**src/rtl/sm83alu_pkg.sv**
```systemverilog
package sm83alu_pkg;

   localparam int unsigned FUNC_W  = 5;
   localparam int unsigned BYTE_W  = 8;
   localparam int unsigned INDEX_W = 3;
   localparam int unsigned WORD_W  = 16;
   localparam int unsigned FLAGS_W = 4;

   localparam int unsigned REQ_DATA_W = 64;
   localparam int unsigned RSP_DATA_W = 32;

   localparam int unsigned FLAG_Z = 3;
   localparam int unsigned FLAG_N = 2;
   localparam int unsigned FLAG_H = 1;
   localparam int unsigned FLAG_C = 0;

   localparam logic [FUNC_W-1:0] FN_ADD     = 5'd0;
   localparam logic [FUNC_W-1:0] FN_ADC     = 5'd1;
   localparam logic [FUNC_W-1:0] FN_SUB     = 5'd2;
   localparam logic [FUNC_W-1:0] FN_SBC     = 5'd3;
   localparam logic [FUNC_W-1:0] FN_AND     = 5'd4;
   localparam logic [FUNC_W-1:0] FN_XOR     = 5'd5;
   localparam logic [FUNC_W-1:0] FN_OR      = 5'd6;
   localparam logic [FUNC_W-1:0] FN_CP      = 5'd7;
   localparam logic [FUNC_W-1:0] FN_INC     = 5'd8;
   localparam logic [FUNC_W-1:0] FN_DEC     = 5'd9;
   localparam logic [FUNC_W-1:0] FN_RLC     = 5'd10;
   localparam logic [FUNC_W-1:0] FN_RRC     = 5'd11;
   localparam logic [FUNC_W-1:0] FN_RL      = 5'd12;
   localparam logic [FUNC_W-1:0] FN_RR      = 5'd13;
   localparam logic [FUNC_W-1:0] FN_SLA     = 5'd14;
   localparam logic [FUNC_W-1:0] FN_SRA     = 5'd15;
   localparam logic [FUNC_W-1:0] FN_SWAP    = 5'd16;
   localparam logic [FUNC_W-1:0] FN_SRL     = 5'd17;
   localparam logic [FUNC_W-1:0] FN_BIT     = 5'd18;
   localparam logic [FUNC_W-1:0] FN_RES     = 5'd19;
   localparam logic [FUNC_W-1:0] FN_SET     = 5'd20;
   localparam logic [FUNC_W-1:0] FN_DAA     = 5'd21;
   localparam logic [FUNC_W-1:0] FN_CPL     = 5'd22;
   localparam logic [FUNC_W-1:0] FN_SCF     = 5'd23;
   localparam logic [FUNC_W-1:0] FN_CCF     = 5'd24;
   localparam logic [FUNC_W-1:0] FN_RLCA    = 5'd25;
   localparam logic [FUNC_W-1:0] FN_RRCA    = 5'd26;
   localparam logic [FUNC_W-1:0] FN_RLA     = 5'd27;
   localparam logic [FUNC_W-1:0] FN_RRA     = 5'd28;
   localparam logic [FUNC_W-1:0] FN_ADD16   = 5'd29;
   localparam logic [FUNC_W-1:0] FN_ADD_SP  = 5'd30;

   localparam logic [BYTE_W-1:0] DAA_LIMIT  = 8'h99;
   localparam logic [BYTE_W-1:0] DAA_HIGH   = 8'h60;
   localparam logic [BYTE_W-1:0] DAA_LOW    = 8'h06;
   localparam logic [3:0]        DIGIT_MAX  = 4'd9;

   typedef struct packed {
      logic [3:0]         pad;
      logic [FLAGS_W-1:0] flags_in;
      logic [WORD_W-1:0]  wide_b;
      logic [WORD_W-1:0]  wide_a;
      logic [INDEX_W-1:0] bit_index;
      logic [BYTE_W-1:0]  operand_b;
      logic [BYTE_W-1:0]  operand_a;
      logic [FUNC_W-1:0]  func;
   } req_type;

   typedef struct packed {
      logic [3:0]         pad;
      logic [FLAGS_W-1:0] flags_out;
      logic [WORD_W-1:0]  wide_result;
      logic [BYTE_W-1:0]  result;
   } rsp_type;

endpackage

```
**src/rtl/sm83_alu_with_flags.sv**
```systemverilog
// SM83 arithmetic and logic unit. Each request item carries an operation code, two byte
// operands, a bit index, two 16-bit operands and the incoming Z N H C flags; each response
// item carries the byte result, the 16-bit result and the new flags. An accepted item is held
// in an input register, evaluated by one short pass of adders and selection, and captured in
// an output register, which presents the response. One item is accepted every cycle as long
// as the response side keeps taking items; the output register lets a new item enter while a
// finished one still waits.
module sm83_alu_with_flags (
   input  logic                                 clock,
   input  logic                                 reset,
   input  logic                                 req_tvalid,
   output logic                                 req_tready,
   // Fields from bit 0 up: func, operand_a, operand_b, bit_index, wide_a, wide_b, flags_in.
   input  logic [sm83alu_pkg::REQ_DATA_W-1:0]   req_tdata,
   output logic                                 rsp_tvalid,
   input  logic                                 rsp_tready,
   // Fields from bit 0 up: result, wide_result, flags_out.
   output logic [sm83alu_pkg::RSP_DATA_W-1:0]   rsp_tdata
);
   import sm83alu_pkg::*;

   req_type req_ff;
   req_type req_in;
   logic    req_valid_ff;
   logic    req_valid_in;
   rsp_type rsp_ff;
   rsp_type rsp_in;
   logic    rsp_valid_ff;
   logic    rsp_valid_in;
   logic    rsp_load;
   logic    req_load;

   logic [BYTE_W-1:0]  a;
   logic [BYTE_W-1:0]  b;
   logic [FLAGS_W-1:0] fi;
   logic               cin;
   logic               cuse;
   logic [BYTE_W:0]    sum9;
   logic [4:0]         sum5;
   logic [BYTE_W:0]    dif9;
   logic [4:0]         dif5;
   logic [WORD_W:0]    sum17;
   logic [12:0]        sum13;
   logic [BYTE_W:0]    sp9;
   logic [4:0]         sp5;
   logic [BYTE_W-1:0]  adj;
   logic               dc;
   logic [BYTE_W-1:0]  r;
   logic [WORD_W-1:0]  w;
   logic [FLAGS_W-1:0] f;
   logic               co;

   assign rsp_load   = !rsp_valid_ff || rsp_tready;
   assign req_load   = !req_valid_ff || rsp_load;
   assign req_tready = req_load;

   assign req_valid_in = req_load ? req_tvalid : req_valid_ff;
   assign req_in       = req_tdata;
   assign rsp_valid_in = rsp_load ? req_valid_ff : rsp_valid_ff;

   always_ff @(posedge clock) begin
      if (reset) begin
         req_valid_ff <= 1'b0;
         rsp_valid_ff <= 1'b0;
      end else begin
         req_valid_ff <= req_valid_in;
         rsp_valid_ff <= rsp_valid_in;
      end
   end

   always_ff @(posedge clock) begin
      if (req_load && req_tvalid) begin
         req_ff <= req_in;
      end
      if (rsp_load && req_valid_ff) begin
         rsp_ff <= rsp_in;
      end
   end

   assign a    = req_ff.operand_a;
   assign b    = req_ff.operand_b;
   assign fi   = req_ff.flags_in;
   assign cin  = fi[FLAG_C];
   assign cuse = (req_ff.func == FN_ADC || req_ff.func == FN_SBC) ? cin : 1'b0;

   assign sum9  = {1'b0, a} + {1'b0, b} + {8'd0, cuse};
   assign sum5  = {1'b0, a[3:0]} + {1'b0, b[3:0]} + {4'd0, cuse};
   assign dif9  = {1'b0, a} - {1'b0, b} - {8'd0, cuse};
   assign dif5  = {1'b0, a[3:0]} - {1'b0, b[3:0]} - {4'd0, cuse};
   assign sum17 = {1'b0, req_ff.wide_a} + {1'b0, req_ff.wide_b};
   assign sum13 = {1'b0, req_ff.wide_a[11:0]} + {1'b0, req_ff.wide_b[11:0]};
   assign sp9   = {1'b0, req_ff.wide_a[7:0]} + {1'b0, b};
   assign sp5   = {1'b0, req_ff.wide_a[3:0]} + {1'b0, b[3:0]};

   always_comb begin
      r   = a;
      w   = '0;
      f   = fi;
      co  = 1'b0;
      adj = '0;
      dc  = cin;
      case (req_ff.func)
         FN_ADD, FN_ADC: begin
            r = sum9[BYTE_W-1:0];
            f = {(r == '0), 1'b0, sum5[4], sum9[BYTE_W]};
         end
         FN_SUB, FN_SBC: begin
            r = dif9[BYTE_W-1:0];
            f = {(r == '0), 1'b1, dif5[4], dif9[BYTE_W]};
         end
         FN_CP: begin
            f = {(dif9[BYTE_W-1:0] == '0), 1'b1, dif5[4], dif9[BYTE_W]};
         end
         FN_AND: begin
            r = a & b;
            f = {(r == '0), 1'b0, 1'b1, 1'b0};
         end
         FN_XOR: begin
            r = a ^ b;
            f = {(r == '0), 3'b000};
         end
         FN_OR: begin
            r = a | b;
            f = {(r == '0), 3'b000};
         end
         FN_INC: begin
            r = a + 8'd1;
            f = {(r == '0), 1'b0, (a[3:0] == 4'hF), fi[FLAG_C]};
         end
         FN_DEC: begin
            r = a - 8'd1;
            f = {(r == '0), 1'b1, (a[3:0] == 4'h0), fi[FLAG_C]};
         end
         FN_RLC, FN_RLCA: begin
            co = a[7];
            r  = {a[6:0], a[7]};
            f  = {(req_ff.func == FN_RLC && r == '0), 2'b00, co};
         end
         FN_RRC, FN_RRCA: begin
            co = a[0];
            r  = {a[0], a[7:1]};
            f  = {(req_ff.func == FN_RRC && r == '0), 2'b00, co};
         end
         FN_RL, FN_RLA: begin
            co = a[7];
            r  = {a[6:0], cin};
            f  = {(req_ff.func == FN_RL && r == '0), 2'b00, co};
         end
         FN_RR, FN_RRA: begin
            co = a[0];
            r  = {cin, a[7:1]};
            f  = {(req_ff.func == FN_RR && r == '0), 2'b00, co};
         end
         FN_SLA: begin
            co = a[7];
            r  = {a[6:0], 1'b0};
            f  = {(r == '0), 2'b00, co};
         end
         FN_SRA: begin
            co = a[0];
            r  = {a[7], a[7:1]};
            f  = {(r == '0), 2'b00, co};
         end
         FN_SWAP: begin
            r = {a[3:0], a[7:4]};
            f = {(r == '0), 3'b000};
         end
         FN_SRL: begin
            co = a[0];
            r  = {1'b0, a[7:1]};
            f  = {(r == '0), 2'b00, co};
         end
         FN_BIT: begin
            f = {!a[req_ff.bit_index], 1'b0, 1'b1, fi[FLAG_C]};
         end
         FN_RES: begin
            r = a & ~(8'd1 << req_ff.bit_index);
         end
         FN_SET: begin
            r = a | (8'd1 << req_ff.bit_index);
         end
         FN_DAA: begin
            if (!fi[FLAG_N]) begin
               if (fi[FLAG_H] || a[3:0] > DIGIT_MAX) begin
                  adj = adj | DAA_LOW;
               end
               if (cin || a > DAA_LIMIT) begin
                  adj = adj | DAA_HIGH;
                  dc  = 1'b1;
               end
               r = a + adj;
            end else begin
               if (fi[FLAG_H]) begin
                  adj = adj | DAA_LOW;
               end
               if (cin) begin
                  adj = adj | DAA_HIGH;
               end
               r = a - adj;
            end
            f = {(r == '0), fi[FLAG_N], 1'b0, dc};
         end
         FN_CPL: begin
            r = ~a;
            f = {fi[FLAG_Z], 1'b1, 1'b1, fi[FLAG_C]};
         end
         FN_SCF: begin
            f = {fi[FLAG_Z], 2'b00, 1'b1};
         end
         FN_CCF: begin
            f = {fi[FLAG_Z], 2'b00, !cin};
         end
         FN_ADD16: begin
            w = sum17[WORD_W-1:0];
            f = {fi[FLAG_Z], 1'b0, sum13[12], sum17[WORD_W]};
         end
         FN_ADD_SP: begin
            w = req_ff.wide_a + {{8{b[7]}}, b};
            f = {2'b00, sp5[4], sp9[BYTE_W]};
         end
         default: begin
            r = a;
         end
      endcase
   end

   always_comb begin
      rsp_in             = '0;
      rsp_in.result      = r;
      rsp_in.wide_result = w;
      rsp_in.flags_out   = f;
   end

   assign rsp_tvalid = rsp_valid_ff;
   assign rsp_tdata  = rsp_ff;

`ifndef SYNTHESIS
   a_stage_moves: assert property (@(posedge clock) disable iff (reset)
      req_valid_ff && rsp_load |=> rsp_tvalid)
      else $error("held item did not move to the output register");

   a_ready_when_empty: assert property (@(posedge clock) disable iff (reset)
      !rsp_valid_ff |-> req_tready)
      else $error("input stalled while the output register was empty");

   a_wide_zero: assert property (@(posedge clock) disable iff (reset)
      req_valid_ff && rsp_load && req_ff.func != FN_ADD16 && req_ff.func != FN_ADD_SP
      |=> rsp_ff.wide_result == '0)
      else $error("wide result not zero for a byte operation");

   a_logic_flags: assert property (@(posedge clock) disable iff (reset)
      req_valid_ff && rsp_load
      && (req_ff.func == FN_AND || req_ff.func == FN_XOR || req_ff.func == FN_OR)
      |=> !rsp_ff.flags_out[FLAG_N] && !rsp_ff.flags_out[FLAG_C])
      else $error("logic operation left N or C set");
`endif

endmodule

```
**config.mk**
```make
export PLATFORM = sky130hd
export DESIGN_NAME = sm83_alu_with_flags
export DESIGN_NICKNAME = d
export VERILOG_FILES = /design/src/rtl/sm83alu_pkg.sv /design/src/rtl/sm83_alu_with_flags.sv
export SDC_FILE = /design/constraint.sdc
export NUM_CORES = 1
export LEC_CHECK = 0
export BUFFER_PORTS_ARGS = -buffer_cell sky130_fd_sc_hd__buf_2
export CORE_MARGIN = 5
export CORE_UTILIZATION = 55
export CTS_BUF_LIST = sky130_fd_sc_hd__clkbuf_2
export DETAILED_ROUTE_END_ITERATION = 10
export PLACE_DENSITY = 0.79
export SETUP_SLACK_MARGIN = 0.2
export SLEW_MARGIN = 10
export SYNTH_ARGS = -nofsm -noshare
export SYNTH_HDL_FRONTEND = slang
export SYNTH_SLANG_ARGS = --single-unit
export TNS_END_PERCENT = 30
```
**constraint.sdc**
```tcl
create_clock -name clock -period 3.58 [get_ports clock]
set_input_delay 0.179 -clock clock [delete_from_list [all_inputs] [get_ports clock]]
set_output_delay 0.179 -clock clock [all_outputs]
set_load 0.02 [all_outputs]
```
# Yosys cells after proc, flatten, opt, wreduce, memory -nomap -nowiden
# Index checks and enable logic that the tools add are counted.
dict set report classes {
  add_sub_neg 17
  mul 0
  div_mod_pow 0
  order_cmp 3
  eq_ne 31
  shifts 1
  mux 18
  bitwise_logic 7
  reduce_logical 40
}
# operator n
set ops {}
lappend ops {{8-bit one-hot mux with 19 select lines} 1}
lappend ops {{8-bit zero test} 14}
lappend ops {{4-bit one-hot mux with 22 select lines} 1}
lappend ops {{5-bit == test (second input constant)} 15}
lappend ops {{8-bit 2-to-1 mux} 6}
lappend ops {{5-bit by 4-bit == test with 1-bit output (second input constant)} 8}
lappend ops {{16-bit one-hot mux with 2 select lines} 1}
lappend ops {{5-bit by 3-bit == test with 1-bit output (second input constant)} 4}
lappend ops {{8-bit by 8-bit adder with 9-bit output} 2}
lappend ops {{16-bit by 16-bit adder with 17-bit output} 1}
lappend ops {{16-bit adder} 1}
lappend ops {{8-bit bitwise AND} 2}
lappend ops {{8-bit inverter} 2}
lappend ops {{8-bit OR} 2}
lappend ops {{7-bit zero test} 2}
lappend ops {{7-bit 2-to-1 mux} 2}
lappend ops {{12-bit by 12-bit adder with 13-bit output} 1}
lappend ops {{2-bit OR reduction} 6}
lappend ops {{4-bit by 4-bit adder with 5-bit output} 2}
lappend ops {{5-bit by 2-bit == test with 1-bit output (second input constant)} 2}
lappend ops {{9-bit by 1-bit adder with 9-bit output} 1}
lappend ops {{8-bit by 8-bit subtractor with 9-bit output} 1}
lappend ops {{9-bit by 1-bit subtractor with 9-bit output} 1}
lappend ops {{8-bit by 1-bit adder with 8-bit output (second input constant)} 1}
lappend ops {{22 further kinds} 38}
dict set report totals {
  regBits 90
  latch_bits 0
  mem_bits_rw 0
  rom_bits 0
  output_inout_bits 34
  elab_cells 129
  mem_count 0
}

# Logic depth before layout (Yosys ltp)
# Gate-level depths: netlist of the first run.
dict set report depth {
  ltp_word 11
  depth_mapped 18
  mapped_depth_nobuf 16
}

# Worst setup path before layout of the first run
# No wires, ideal clock.
dict set report synth_path {
  path_type {register -> register}
  startpoint {register req_ff, in the netlist a[1]}
  endpoint {register rsp_ff, in the netlist rsp_tdata[7], data pin}
  setup_ns 0.268
  arrival_ns 3.438
  path_slack_ns -0.126
  path_stages_with_launch 18
  period_less_slack_ns 3.706
  path_cell_list {edfxtp_1 -> clkbuf_1 -> inv_1 -> ha_1 -> clkbuf_1 -> o21bai_1 -> a21oi_1 -> inv_1 -> nand2_1 -> nand2_1 -> ha_1 -> o21a_1 -> or4_1 -> o21ai_0 -> o21ai_0 -> xnor2_1 -> a22oi_1 -> a32oi_1}
}
dict set report synth_via {
  elab_chain_len 10
}
# element line
set synth_rtl {}
lappend synth_rtl {{start, declared} sm83_alu_with_flags.sv:22} ;# req_type req_ff;
lappend synth_rtl {{start signal, assigned} sm83_alu_with_flags.sv:73} ;# req_ff <= req_in;
lappend synth_rtl {{4-bit greater-than comparator} sm83_alu_with_flags.sv:184} ;# if (fi[FLAG_H] || a[3:0] > DIGIT_MAX) begin
lappend synth_rtl {{1-bit logical OR} sm83_alu_with_flags.sv:184}
lappend synth_rtl {{3-bit 2-to-1 mux} sm83_alu_with_flags.sv:184}
lappend synth_rtl {{7-bit 2-to-1 mux} sm83_alu_with_flags.sv:187} ;# if (cin || a > DAA_LIMIT) begin
lappend synth_rtl {{8-bit 2-to-1 mux} sm83_alu_with_flags.sv:183} ;# if (!fi[FLAG_N]) begin
lappend synth_rtl {{8-bit 2-to-1 mux} sm83_alu_with_flags.sv:102} ;# case (req_ff.func)
lappend synth_rtl {{8-bit adder} sm83_alu_with_flags.sv:191} ;# r = a + adj;
lappend synth_rtl {{8-bit 2-to-1 mux} sm83_alu_with_flags.sv:183}
lappend synth_rtl {{8-bit 2-to-1 mux} sm83_alu_with_flags.sv:102}
lappend synth_rtl {{8-bit one-hot mux with 19 select lines *} sm83_alu_with_flags.sv:102}
lappend synth_rtl {{net r[7]} sm83_alu_with_flags.sv:48} ;# logic [BYTE_W-1:0] r;
lappend synth_rtl {{end signal, assigned} sm83_alu_with_flags.sv:76} ;# rsp_ff <= rsp_in;
lappend synth_rtl {{end, declared} sm83_alu_with_flags.sv:26} ;# rsp_type rsp_ff;
# Mark *: on every way through the listed nets, which the timed path passes. The rest lies on a longest branch. The select of a mux whose other input is x is not followed.
# A chain may end at the register's enable or synchronous reset.

# Final worst setup path of the first run
dict set report layout_path {
  startpoint {register req_ff, in the netlist a[0]}
  endpoint {register rsp_ff, in the netlist rsp_tdata[27], data pin}
}
dict set report layout_via {
  elab_chain_len 11
}
# element line
set layout_rtl {}
lappend layout_rtl {{4-bit greater-than comparator} sm83_alu_with_flags.sv:184}
lappend layout_rtl {{1-bit logical OR} sm83_alu_with_flags.sv:184}
lappend layout_rtl {{3-bit 2-to-1 mux} sm83_alu_with_flags.sv:184}
lappend layout_rtl {{7-bit 2-to-1 mux} sm83_alu_with_flags.sv:187}
lappend layout_rtl {{8-bit 2-to-1 mux} sm83_alu_with_flags.sv:183}
lappend layout_rtl {{8-bit 2-to-1 mux} sm83_alu_with_flags.sv:102}
lappend layout_rtl {{8-bit adder} sm83_alu_with_flags.sv:191}
lappend layout_rtl {{8-bit 2-to-1 mux} sm83_alu_with_flags.sv:183}
lappend layout_rtl {{8-bit 2-to-1 mux} sm83_alu_with_flags.sv:102}
lappend layout_rtl {{8-bit zero test} sm83_alu_with_flags.sv:201} ;# f = {(r == '0), fi[FLAG_N], 1'b0, dc};
lappend layout_rtl {{4-bit one-hot mux with 22 select lines *} sm83_alu_with_flags.sv:102}
lappend layout_rtl {{net f[3]} sm83_alu_with_flags.sv:50} ;# logic [FLAGS_W-1:0] f;
# Marked as above.

==> results of run 1 <==
## flip-flops by register name, summed over array words and instances, names as in the netlist
name / flops
rsp_tdata: 28
rsp_tvalid: 1
b: 8
fi: 4
req_valid_ff: 1
req_ff: 40
a: 8
## cell type report
| class | instances | area share (%) |
|---|---|---|
| Multi-Input combinational cell | 700 | 51.9 |
| Sequential cell | 90 | 27.8 |
| Timing Repair Buffer | 208 | 15.4 |
| Tap cell | 180 | 2.33 |
| Inverter | 37 | 1.46 |
| Clock inverter | 7 | 0.673 |
| Clock buffer | 9 | 0.466 |
| Antenna cell | 1 | 0.0259 |
## logic make-up after synthesis
family | after synthesis
and+or+nand+nor | 285
AOI/OAI and AO/OA | 262
muxes | 12
other | 1
DFF | 90
xor gates and xnor gates | 56
buffers and inverters | 83
adders and majority gates | 81
## per-stage QoR
| stage | setup slack, ns | power (uW) | hold WS (ns) | util (%) |
|---|---|---|---|---|
| 5_1_grt | 0.124 | 3040 | 0.160 | 69.1 |
| 4_1_cts | 0.182 | 2840 | 0.165 | 68.1 |
| 6_report | 0.202 | 2910 | 0.198 | 69.1 |
| 2_1_floorplan | 0.190 | 1980 | 0.251 | - |
| 3_5_place_dp | 0.130 | 2260 | 0.357 | 62.5 |
| 3_3_place_gp | 0.197 | 2240 | 0.352 | 62.5 |
## layer usage
layer | track usage (%) | part of all wire (%) | vias up
met5 | 0 | 0.026 | -
met4 | 14.5 | 4.5 | 2
met3 | 6.75 | 9.1 | 100
met2 | 52.4 | 48 | 459
met1 | 38.8 | 39 | 3616
li1 | - | - | 3649
## worst min path at each step
stage	cells past startpoint	endpoint	from
after floorplan	1	req_valid_ff	reset
after global placement	2	req_valid_ff	reset
after detailed placement	2	req_valid_ff	reset
after CTS	2	req_ff[22]	req_tdata[22]
after global routing	2	req_ff[50]	req_tdata[50]
final	2	fi[2]	req_tdata[58]
## timing repair
item                                    4_1_cts  5_1_grt
resized for setup                             7       14
setup buffers                                 3        9
cloned                                        0        0
pin swaps                                     3       13
hold endpoints to repair                     62        0
hold buffers                                 63        0
endpoints found under the setup margin        5        8
## power groups by stage
stage / Combinational (uW) / Sequential [uW] / Clock (uW)
after CTS: 1020 / 1280 / 530
after global placement: 941 / 1300 / 0
after detailed placement: 954 / 1310 / 0
after floorplan: 661 / 1320 / 0
final: 1090 / 1280 / 531
after global routing: 1170 / 1290 / 579
## cell usage in the layout, fill, tap and decap left out, types with 15 or more instances in the layout
cell type,count
sky130_fd_sc_hd__edfxtp_1,88
sky130_fd_sc_hd__inv_1,31
sky130_fd_sc_hd__nor3_1,23
sky130_fd_sc_hd__ha_1,73
sky130_fd_sc_hd__o21ai_0,53
sky130_fd_sc_hd__buf_4,52
sky130_fd_sc_hd__buf_2,93
sky130_fd_sc_hd__xnor2_1,28
sky130_fd_sc_hd__nand3_1,24
sky130_fd_sc_hd__nand2b_1,16
sky130_fd_sc_hd__nand2_1,65
sky130_fd_sc_hd__o22ai_1,15
sky130_fd_sc_hd__xor2_1,25
sky130_fd_sc_hd__dlygate4sd3_1,63
sky130_fd_sc_hd__a21oi_1,54
sky130_fd_sc_hd__nor2_1,67
## worst register-to-register path, stage by stage, from the launching register on
cell and delay, ns:
sky130_fd_sc_hd__edfxtp_1 0.48, sky130_fd_sc_hd__buf_4 0.16, sky130_fd_sc_hd__buf_4 0.13, sky130_fd_sc_hd__buf_4 0.16
sky130_fd_sc_hd__fa_1 0.59, sky130_fd_sc_hd__ha_1 0.26, sky130_fd_sc_hd__xor2_1 0.18, sky130_fd_sc_hd__or4_1 0.51
sky130_fd_sc_hd__or3_4 0.36, sky130_fd_sc_hd__nor4_4 0.21, sky130_fd_sc_hd__nor4_2 0.07, sky130_fd_sc_hd__o211ai_1 0.10
==> out/qor.csv, run 1 <==
metric,value,unit
top area cells in the synthesized netlist,"sky130_fd_sc_hd__edfxtp_1, sky130_fd_sc_hd__ha_1, sky130_fd_sc_hd__a21oi_1",
Main synth FF type,sky130_fd_sc_hd__edfxtp_1,
net switching power of the design,1110,uW
synth warn,0,
Max H-tree Level,3,
weighted congestion at the end of routability-driven global placement,1.00,
ANT nets after route,0,
maximum operating frequency,0.296,GHz
number of enable-type register cells in the synthesized netlist,88,
average size of a mapped cell,9.11,um2
count of final setup violators,0,
worst reg2reg startpoint,a[0],
CP max FO,6,
number of fill cells,1102,
most area-hungry cell type in the Yosys netlist,sky130_fd_sc_hd__edfxtp_1,
dpl cells,1140,
master cell of the clock root buffer,sky130_fd_sc_hd__clkbuf_2,
portion of the post-synthesis area used by sequential elements,33.8,%
class of the tightest hold or removal check,input port to register,
TritonCTS clock tree,done,
maximum ir drop on the vdd rail,0.000283,V
vias post-DR,7826,
Post-Synth Simple-Gate Area,18.5,%
worst setup path class,register to register,
DRC violation count after routing,0,
Non-Filler Instances,1232,
final wirelength,26800,um
slowest cell delay on critical path,0.59,ns
Finished Cell Area,9670,um2
area of the die,16900,um2
buffer levels on the longest clock path,2,
layout cells sized above 1,18.9,%
main combinational cell family by area after synthesis,compound AO/OA/AOI/OAI gates,
final worst-path cycle share,94.3,%
MaxCap Viol Count,0,
CTS clock-pin slew for the worst setup and hold paths,0.30,ns
core footprint,14000,um2
Mapped Cells,870,
post-synthesis compound-gate area fraction,21.9,%
maximum number of pins on one net before global-route repair,41,
detailed-placement wirelength estimate,19100,um
Clock power frac,18.3,%
count of cell instances traversed by the critical path,11,
number of different library cells in the post-synthesis netlist,77,
dominant cell by count in the synthesized netlist,sky130_fd_sc_hd__edfxtp_1,
Post-Synth XOR/XNOR Area,6.19,%
TritonCTS Sinks,90,
data arrival time at the worst-slack endpoint,3.88,ns
count of pins on the block boundary,102,
buffering stage count on the worst path with inverters included,3,
via-per-instance ratio,6.35,
number of DRC violations after detailed-routing iteration 0,1090,
global-route wire length before repair,40500,um
wire length per cell after detailed routing,21.7,um
share of synthesized registers carrying an async set or reset,0,%
startpoint class of the critical path,register,
final hold vios,0,
storage element area,2680,um2
area occupied by multi-input gates,5020,um2
Worst R2R End,rsp_tdata[27],
grt ovf,0,
worst setup path end,rsp_tdata[27],
number of search-and-repair iterations in the first detailed-routing pass,6,
number of antenna violations at the first check in global routing,2,
synthesized flop and latch total,90,
count of cells along the worst register-to-register path,11,
Worst Setup SP,a[0],
series of cell instances along the critical path,buf_4 -> buf_4 -> buf_4 -> fa_1 -> ha_1 -> xor2_1 -> or4_1 -> or3_4 -> nor4_4 -> nor4_2 -> o211ai_1,
row cnt,43,
starting density of the core,56.7,%
fin nets,1195,
Adder-Cell Fraction of Synth Area,13.4,%
Crit path top cell by count,sky130_fd_sc_hd__buf_4,
portion of total power attributed to combinational logic,37.5,%
net switching fraction of the power,38.1,%
leakage component of the power,0.00385,uW
required time at the worst-slack endpoint,4.08,ns
final count of pins violating max slew,0,
number of port buffers,93,
transition time at the pin with the least slew margin,0.863,ns
Seq pwr share,44.2,%
mapped cell area,7930,um2
worst rel slew slack,42.5,%
Die X-Extent,130,um
Crit path max-delay family,simple AND/OR/NAND/NOR gates,
clock latency of the later-clocked register in the worst-skew pair,0.66,ns
unrepaired setup endpoints after global routing,true,
internal portion of total power,1800,uW
total power per unit cell area,301,nW/um2
multiplexer fraction of the synthesized cell area,1.83,%
Die Y-Extent,130,um
clock buffer count from CTS,9,
worst setup slack for register-to-register paths,0.20,ns
cell type of the slowest stage on the worst timing path,sky130_fd_sc_hd__fa_1,
via count of the first global-routing pass,7575,
GRT Overall Usage,31.3,%
clock skew,0.0306,ns
CP endpoint kind,register,
final-layout setup total negative slack,0,ns
fraction of post-synthesis cell area in the top cell type by area,33.3,%
ranking of synthesized cells by instance count,"sky130_fd_sc_hd__edfxtp_1, sky130_fd_sc_hd__ha_1, sky130_fd_sc_hd__nor2_1",
Syn-to-layout area delta,21.9,%
status,completed,
cell area reported after detailed placement,8740,um2
fin crit period,3.38,ns
No activity file was read; power rests on OpenSTA's default activity.
==> run 2, diff against run 1 <==
CORE_UTILIZATION = 65   (was 55)
PLACE_DENSITY = 0.88   (was 0.79)
clock period = 3.9 ns   (was 3.58 ns; I/O delays follow)
==> out/qor.csv, run 2 (synthesis results as in run 1) <==
metric,value,unit
maximum ir drop on the vdd rail,0.000323,V
Syn-to-layout area delta,18.7,%
layout cells sized above 1,15.9,%
via count of the first global-routing pass,8019,
fin nets,1177,
GRT Overall Usage,40.6,%
portion of total power attributed to combinational logic,36.5,%
Clock power frac,20.1,%
net switching fraction of the power,38.2,%
number of DRC violations after detailed-routing iteration 0,1414,
Finished Cell Area,9410,um2
count of final setup violators,0,
clock latency of the later-clocked register in the worst-skew pair,0.70,ns
unrepaired setup endpoints after global routing,true,
startpoint class of the critical path,register,
data arrival time at the worst-slack endpoint,4.01,ns
detailed-placement wirelength estimate,18800,um
final worst-path cycle share,89.5,%
maximum number of pins on one net before global-route repair,41,
net switching power of the design,1040,uW
weighted congestion at the end of routability-driven global placement,1.09,
grt ovf,0,
MaxCap Viol Count,0,
clock buffer count from CTS,9,
leakage component of the power,0.00375,uW
number of antenna violations at the first check in global routing,1,
required time at the worst-slack endpoint,4.42,ns
starting density of the core,66.3,%
Seq pwr share,43.4,%
DRC violation count after routing,0,
Max H-tree Level,3,
transition time at the pin with the least slew margin,1.01,ns
ANT nets after route,0,
"commonest non-fill, non-tap cell in the layout",sky130_fd_sc_hd__buf_2,
register containing the most flip-flops in the final layout,req_ff,
number of search-and-repair iterations in the first detailed-routing pass,8,
final hold vios,0,
status,completed,
worst rel slew slack,32.8,%
Die X-Extent,120,um
final count of pins violating max slew,0,
total power per unit cell area,289,nW/um2
worst setup path class,register to register,
class of the tightest hold or removal check,input port to register,
cell area reported after detailed placement,8630,um2
vias post-DR,8428,
final-layout setup total negative slack,0,ns
number of port buffers,93,
buffer levels on the longest clock path,2,
clock skew,0.0617,ns
TritonCTS clock tree,done,
Die Y-Extent,120,um
internal portion of total power,1680,uW
highest-count cells in the layout ignoring fill and taps,"sky130_fd_sc_hd__buf_2, sky130_fd_sc_hd__edfxtp_1, sky130_fd_sc_hd__ha_1",
flip-flop count of the largest register after layout,40,
count of pins on the block boundary,102,
CP max FO,4,
TritonCTS Sinks,90,
master cell of the clock root buffer,sky130_fd_sc_hd__clkbuf_2,
fin crit period,3.49,ns
maximum operating frequency,0.286,GHz
CP endpoint kind,register,
wire length per cell after detailed routing,24.9,um
CTS clock-pin slew for the worst setup and hold paths,0.33,ns
final wirelength,29400,um
core footprint,12000,um2
global-route wire length before repair,45200,um
via-per-instance ratio,7.12,
area of the die,14500,um2
row cnt,40,
## run 2: cell type report
cell class	count	area, um2
fillers	781	2550
clock buffers	10	50.0
multi-input cells	700	4920
flip-flops and latches	90	2680
repair buffers	190	1350
inverters	37	141
well taps	147	184
clock inverters	6	72.6
diodes	4	10.0
## run 2: power groups by stage
stage	logic [uW]	clock network [uW]	registers, uW
after detailed placement	860	0	1200
after CTS	918	513	1180
after global placement	845	0	1190
after global routing	1050	576	1180
after floorplan	599	0	1210
final	994	548	1180
## run 2: what timing repair did
item                       CTS  global route
setup endpoints to repair    0             3
resized for setup            0             3
hold endpoints to repair    62             0
buffers inserted             0             2
hold buffers                63             0
## run 2: worst max-delay path, cell delays in order (launching register included)
cell and delay [ns]:
sky130_fd_sc_hd__edfxtp_1 0.45, sky130_fd_sc_hd__nor2_1 0.24, sky130_fd_sc_hd__nand4b_1 0.13, sky130_fd_sc_hd__buf_4 0.18, sky130_fd_sc_hd__inv_1 0.07, sky130_fd_sc_hd__fa_1 0.45, sky130_fd_sc_hd__ha_1 0.33, sky130_fd_sc_hd__xor2_1 0.19
sky130_fd_sc_hd__or4_1 0.54, sky130_fd_sc_hd__or3_1 0.33, sky130_fd_sc_hd__nor4_2 0.23, sky130_fd_sc_hd__nor4_1 0.09, sky130_fd_sc_hd__o211ai_1 0.10
## run 2: worst paths after layout
kind	start	to	slack, ns	cells after the start
max	req_ff[2]	rsp_tdata[27]	0.41	12
min reg2reg	req_valid_ff	rsp_tvalid	0.56	2
max reg2reg	req_ff[2]	rsp_tdata[27]	0.41	12
min	req_tdata[33]	req_ff[33]	0.17	2
## run 2: routing by layer
layer  global-route usage [%]  part of all wire (%)
met2                     65.1                    46
met3                     8.61                    12
met5                        0                     0
met4                     24.6                   6.9
met1                     50.3                    35
## run 2: stage by stage
step / util, % / setup slack [ns] / cells / hold WS, ns / power, uW
global route: 78.7 / 0.186 / 1184 / 0.181 / 2810
detailed placement: 72.1 / 0.443 / 1099 / 0.369 / 2060
finish: 78.7 / 0.409 / 1184 / 0.173 / 2720
global placement: 72.1 / 0.461 / 1099 / 0.370 / 2040
CTS: 78.4 / 0.379 / 1178 / 0.215 / 2610
floorplan: - / 0.266 / 873 / 0.267 / 1810
